--- src/rtl/core/bcts_pkg.sv ---
// Shared types and constants of the block cache tag store.
// Depends on nothing; every other file of the block imports it.
package bcts_pkg;

	// Tag store geometry
	localparam int unsigned ENTRIES    = 64;
	localparam int unsigned SLOT_W     = (ENTRIES > 1) ? $clog2(ENTRIES) : 1;
	localparam int unsigned KEY_W      = 64;
	localparam int unsigned SLOT_OUT_W = 6;

	typedef logic [SLOT_W-1:0] slot_t;

	localparam slot_t SLOT_LAST = slot_t'(ENTRIES - 1);

	// Request operations
	localparam logic OP_PROBE = 1'b0;
	localparam logic OP_FETCH = 1'b1;

	// Two-entry queues on both sides of the lookup engine
	typedef logic [1:0] qcnt_t;
	localparam qcnt_t QUEUE_DEPTH = 2'd2;

	typedef struct packed {
		logic             operation;
		logic [KEY_W-1:0] key;
	} req_t;

	typedef struct packed {
		logic                  hit;
		logic [SLOT_OUT_W-1:0] slot_index;
	} rsp_t;

	// Head of the request queue as seen by the lookup engine
	typedef struct packed {
		logic avail;
		req_t req;
	} req_head_t;

endpackage

--- src/rtl/core/bcts_front.sv ---
// Request front end of the block cache tag store: accepts and queues requests.
// Depends on bcts_pkg.
module bcts_front (
	input  logic              clk,
	input  logic              arst_n,
	input  logic              push,
	output logic              full,
	input  bcts_pkg::req_t    req,
	output bcts_pkg::req_head_t head,
	input  logic              head_pop
);
	import bcts_pkg::*;

	req_t  mem_q [QUEUE_DEPTH];
	logic  wr_ptr_q;
	logic  rd_ptr_q;
	qcnt_t cnt_q;
	logic  push_ok;
	logic  pop_ok;
	req_t  req_clean;

	assign full    = (cnt_q == QUEUE_DEPTH);
	assign push_ok = push && !full;
	assign pop_ok  = head_pop && (cnt_q != '0);

	// Classify: only the low operation bit selects probe or fetch
	always_comb begin
		req_clean           = req;
		req_clean.operation = (req.operation == OP_FETCH) ? OP_FETCH : OP_PROBE;
	end

	// Store incoming request
	always_ff @(posedge clk) begin
		if (push_ok) begin
			mem_q[wr_ptr_q] <= req_clean;
		end
	end

	// Advance pointers and occupancy
	always_ff @(posedge clk or negedge arst_n) begin
		if (!arst_n) begin
			wr_ptr_q <= 1'b0;
			rd_ptr_q <= 1'b0;
			cnt_q    <= '0;
		end else begin
			if (push_ok) begin
				wr_ptr_q <= ~wr_ptr_q;
			end
			if (pop_ok) begin
				rd_ptr_q <= ~rd_ptr_q;
			end
			cnt_q <= cnt_q + qcnt_t'(push_ok) - qcnt_t'(pop_ok);
		end
	end

	assign head.avail = (cnt_q != '0);
	assign head.req   = mem_q[rd_ptr_q];

endmodule

--- config.mk ---
export PLATFORM = sky130hd
export DESIGN_NAME = bcts_front
export DESIGN_NICKNAME = d
export VERILOG_FILES = /design/src/rtl/core/bcts_pkg.sv /design/src/rtl/core/bcts_front.sv
export SDC_FILE = /design/constraint.sdc
export NUM_CORES = 1
export LEC_CHECK = 0
export ABC_AREA = 0
export BUFFER_PORTS_ARGS = -buffer_cell sky130_fd_sc_hd__buf_4
export CORE_MARGIN = 4
export CORE_UTILIZATION = 30
export DETAILED_ROUTE_END_ITERATION = 12
export PLACE_DENSITY_LB_ADDON = 0.2
export SETUP_SLACK_MARGIN = 0.02
export SYNTH_ARGS = -nofsm -noshare
export SYNTH_HDL_FRONTEND = slang
export SYNTH_SLANG_ARGS = --single-unit
export TNS_END_PERCENT = 50
--- constraint.sdc ---
create_clock -name clk -period 4.8 [get_ports clk]
set_input_delay 0.24 -clock clk [delete_from_list [all_inputs] [get_ports clk]]
set_output_delay 0.24 -clock clk [all_outputs]
set_load 0.01 [all_outputs]
=== Word level (Yosys, flattened, before mapping) ===
Memory sizes are Yosys's and may differ from the RTL's.
Cells that the tools add are included.

* Flip-flop bits (word level): 4
* RAM bits: 130
* Input port bits: 69
* Memories: 1

* Add/subtract/negate cells: 2
* Equal/unequal tests: 1
* Muxes and demuxes: 3
* Bitwise logic cells: 2
* Reductions and logical operators: 4

{| class="wikitable"
|+ Memory list
! name !! depth !! bits a word !! rd ports !! clocked after memory_dff !! write ports !! line !! source
|-
| mem_q || 2 || 65 || 1 || 0 || 1 || bcts_front.sv:14 || <nowiki>req_t mem_q [QUEUE_DEPTH];</nowiki>
|}

{| class="wikitable"
|+ Operators by type and width
! operator !! count
|-
| 1-bit two-way mux || 3
|-
| 2-bit by 1-bit adder with 2-bit output || 1
|-
| 2-bit == test, second input constant || 1
|-
| 1-bit logical AND || 2
|-
| 1-bit inverter || 2
|-
| 2-bit nonzero test || 1
|-
| 2-bit by 1-bit subtractor with 2-bit output || 1
|-
| 1-bit logical NOT || 1
|}

=== Logic depth before layout (Yosys ltp) ===
* Depth after elaboration: 5
* Mapped depth: 7
* Mapped depth without buffers: 7

=== Worst setup path before layout ===
Ideal clock, no wire load.

* Kind: reg-to-reg
* From: reg cnt_q[1]
* To: mem mem_q[0][0] in the netlist's numbering (enable)
* Arrival time: 3306 ps
* Data required time: 4312 ps
* Path slack: 1006 ps
* Cell stages (with the launch flop): 4
* Buffers on the path: 0
* Period minus slack after synthesis: 3794 ps
* Cell sequence: dfrtp_1 > nand2b_1 > nand2_1 > nor2_1

* Word-level cells in the longest chain between the ends: 5

{| class="wikitable"
|+ RTL lines
! element !! line !! source
|-
| start: declaration || bcts_front.sv:17 || <nowiki>qcnt_t cnt_q;</nowiki>
|-
| start signal: assignment || bcts_front.sv:52 || <nowiki>cnt_q <= cnt_q + qcnt_t'(push_ok) - qcnt_t'(pop_ok);</nowiki>
|-
| 2-bit == test || bcts_front.sv:22 || <nowiki>assign full = (cnt_q == QUEUE_DEPTH);</nowiki>
|-
| 1-bit logical NOT || bcts_front.sv:23 || <nowiki>assign push_ok = push && !full;</nowiki>
|-
| 1-bit logical AND || bcts_front.sv:23 ||
|-
| 1-bit two-way mux || bcts_front.sv:34 || <nowiki>if (push_ok) begin</nowiki>
|-
| 1-bit two-way mux (implied by the code) || bcts_front.sv:35 || <nowiki>mem_q[wr_ptr_q] <= req_clean;</nowiki>
|-
| end: declaration || bcts_front.sv:14 ||
|}

Every way passes these cells.

==> metrics.txt <==
Initial Util=a little under a third; Sinks on Clock Net=roughly 130; Setup Fix Bufs, Post-CTS=0; CTS tree=done; Final Critical Period=~2500 ps; Worst Setup EP=head[0]; count leader, synth=edfxtp_1; final instance area=about 0.0075 mm²; P&R area growth vs syn=49.0%; simple-gate share of the synthesized area=less than 1%; Synth area leader=edfxtp_1; cells along the critical path=mux2_2 -> buf_4; die span in x=between 100 and 150 µm; CTS Root Cell=clkbuf_16; pin count of the biggest net entering global routing=67; Netlist cell types=16; clk_lat worst skew=between 400 and 500 ps; CTS H-tree lvls=4; CP max FO=66; Post-DP HPWL=around 6.0 mm; DR pass1 iterations=4; Post-synth ARST share=2.99%; Critical Path AT=2220 ps; Worst path depth=2; Post-synth top flop=edfxtp_1; setup violators final=0; vias post-DR=2735; Syn Inst Count=220; reg2reg path depth=4; Slew @ Worst Pin=approximately 1200 ps; share of cells above drive strength 1=between 50% and 60%; top cells by count, synth=edfxtp_1, mux2_4, mux2_2; core area=approximately 0.017 mm²; FF-to-FF End=mem_q[0][10]; wirelength, routed=10.0 mm; CP Launch Point=rd_ptr_q; final period utilization=between 50% and 60%; mux contribution to synthesized area=between 10% and 20%; Critical Path Start Type=register; unrepaired setup endpoints after global routing=no; total power draw=approximately 4.4 mW; R2R setup slack=2490 ps; CTS clk-pin slew, worst paths=60 ps; syn_area_per_cell=between 20 and 25 µm²; Worst setup EP type=output port; Ports=~140; synthesized area=between 0.005 and 0.006 mm²; Residual DRC=0; adder-cell share of the synthesized area=less than 1%; setup TNS=0 ps; CTS Buf Count=17; NumNets Final=502; largest family of logic cells by synthesized area=multiplexers; Synth area leaders=edfxtp_1, mux2_4, mux2_2; clock tree buffer depth=2; WL per Instance=15.1 µm; Achievable Freq=~0.4 GHz; initial antenna violation count=0; XOR/XNOR Fraction of Synth Area=0.693%; sequential share of the synthesized area=between 70 and 80%; ant diodes=0; DR vias/cell=4.12; final hold violations=0; Crit path max-delay family=flip-flops; die footprint=between 0.015 and 0.02 mm²; Die H=~140 µm; CP Class=register to output port; Total GRT Usage=a little over a tenth; minimum hold slack=25.5 ps; area fraction of the dominant cell type after synthesis=77.3%; max-slew violation count=0; peak supply drop=between 400 and 500 µV; Placer Congestion=between 0.7 and 0.8; Synth Register Bits=~130; cts hold-fix bufs=56; Pwr Density=around 590 mW/mm²; Final Util=45.6%; Worst Skew=slightly above 7 ps; drt initial violations=between 90 and 100; fill cell instance count of the final layout=between 1k and 1.5k; Post-synth EDFFs=130; CP max-delay cell=dfrtp_4; vias in the first global route=between 2k and 3k; PostCTS Resize Cnt=0; MaxCap Viol Count=0; Max stage delay on crit path=between 1000 and 1500 ps; status=complete, no violations; placed inst area=between 0.006 and 0.007 mm²; Placement Rows=47; critical path buffer and inverter count=1; first-pass GRT wire length=approximately 15 mm; Hold Crit Class=primary input to register; Compound-Gate Fraction of Synth Area=0%; leak pwr=2.94 nW; RR Startpoint=cnt_q[1]; max_slew headroom=22.6%; Congestion Overflow GR=0; Port-buffer cells=between 100 and 150; YS warnings=0; Post-Syn Nets=between 200 and 300; Final ANT Viol Nets=0; required time worst endpoint=around 4600 ps
[layer usage]
metal | vias to the layer above | global-route usage (%) | share of wire, %
met5 | - | 0 | 0
met4 | 0 | 4.45 | 1.4
met3 | 11 | 4.38 | 7.2
met2 | 98 | 16.4 | 47
met1 | 1336 | 13.7 | 44
li1 | 1290 | - | -
[per-stage QoR]
stage / setup WS (ps) / cells
floorplan: 1010 / 220
global placement: 2470 / 569
detailed placement: 2430 / 569
CTS: 2250 / 657
global route: 2210 / 664
finish: 2340 / 664
[state kept, by name, summed over array words and instances (netlist names)]
register and flops:
rd_ptr_q 1, mem_q 130, wr_ptr_q 1, cnt_q 2
[worst register-to-register path, stage by stage, from the launching register on]
cell and delay [ps]:
dfrtp_1 400, nand2b_1 120, nand2_1 150, nor2_4 590, buf_4 640
[worst min path at each step]
stage,cells after the start,from,end,slack [ps]
floorplan,0,arst_n,cnt_q[0],-60
global placement,1,arst_n,cnt_q[0],40
detailed placement,1,arst_n,cnt_q[0],40
CTS,1,req[63],mem_q[1][63],0.5
global route,1,req[49],mem_q[1][49],0.04
finish,1,req[42],mem_q[0][42],30
[layout make-up]
class	instances	area (µm²)	share of cell area [%]
flip-flops and latches	134	4010	53.2
clock inverters	10	154	2.04
repair buffers	199	1650	21.9
clock buffers	22	444	5.90
multi-input cells	77	987	13.1
well taps	220	275	3.66
inverters	2	7.51	0.0997
[placed cells by master, fill, tap and decap left out, drive strengths merged, types with 2 or more instances in the layout]
| cell type | instances |
|---|---|
| dlygate4sd3 | 63 |
| clkbuf | 22 |
| xnor2 | 3 |
| dfrtp | 4 |
| bufinv | 4 |
| buf | 136 |
| clkinv | 5 |
| edfxtp | 130 |
| ha | 2 |
| inv | 2 |
| mux2 | 65 |
[power by group]
part | switching (mW) | total [mW] | internal [mW]
registers | 0.204 | 1.81 | 1.61
clock network | 0.456 | 1.32 | 0.864
logic | 0.518 | 1.29 | 0.769
total | 1.18 | 4.42 | 3.24
[logic make-up (layout without fill, tap and decap cells)]
family	count (synthesis)	after routing
XOR/XNOR	4	4
buffers and inverters	9	233
multiplexers	65	65
adder cells (fa/ha/maj)	2	2
flip-flops	134	134
AND/OR/NAND/NOR	6	6
Note: power is estimated with default switching activity, not from simulation.
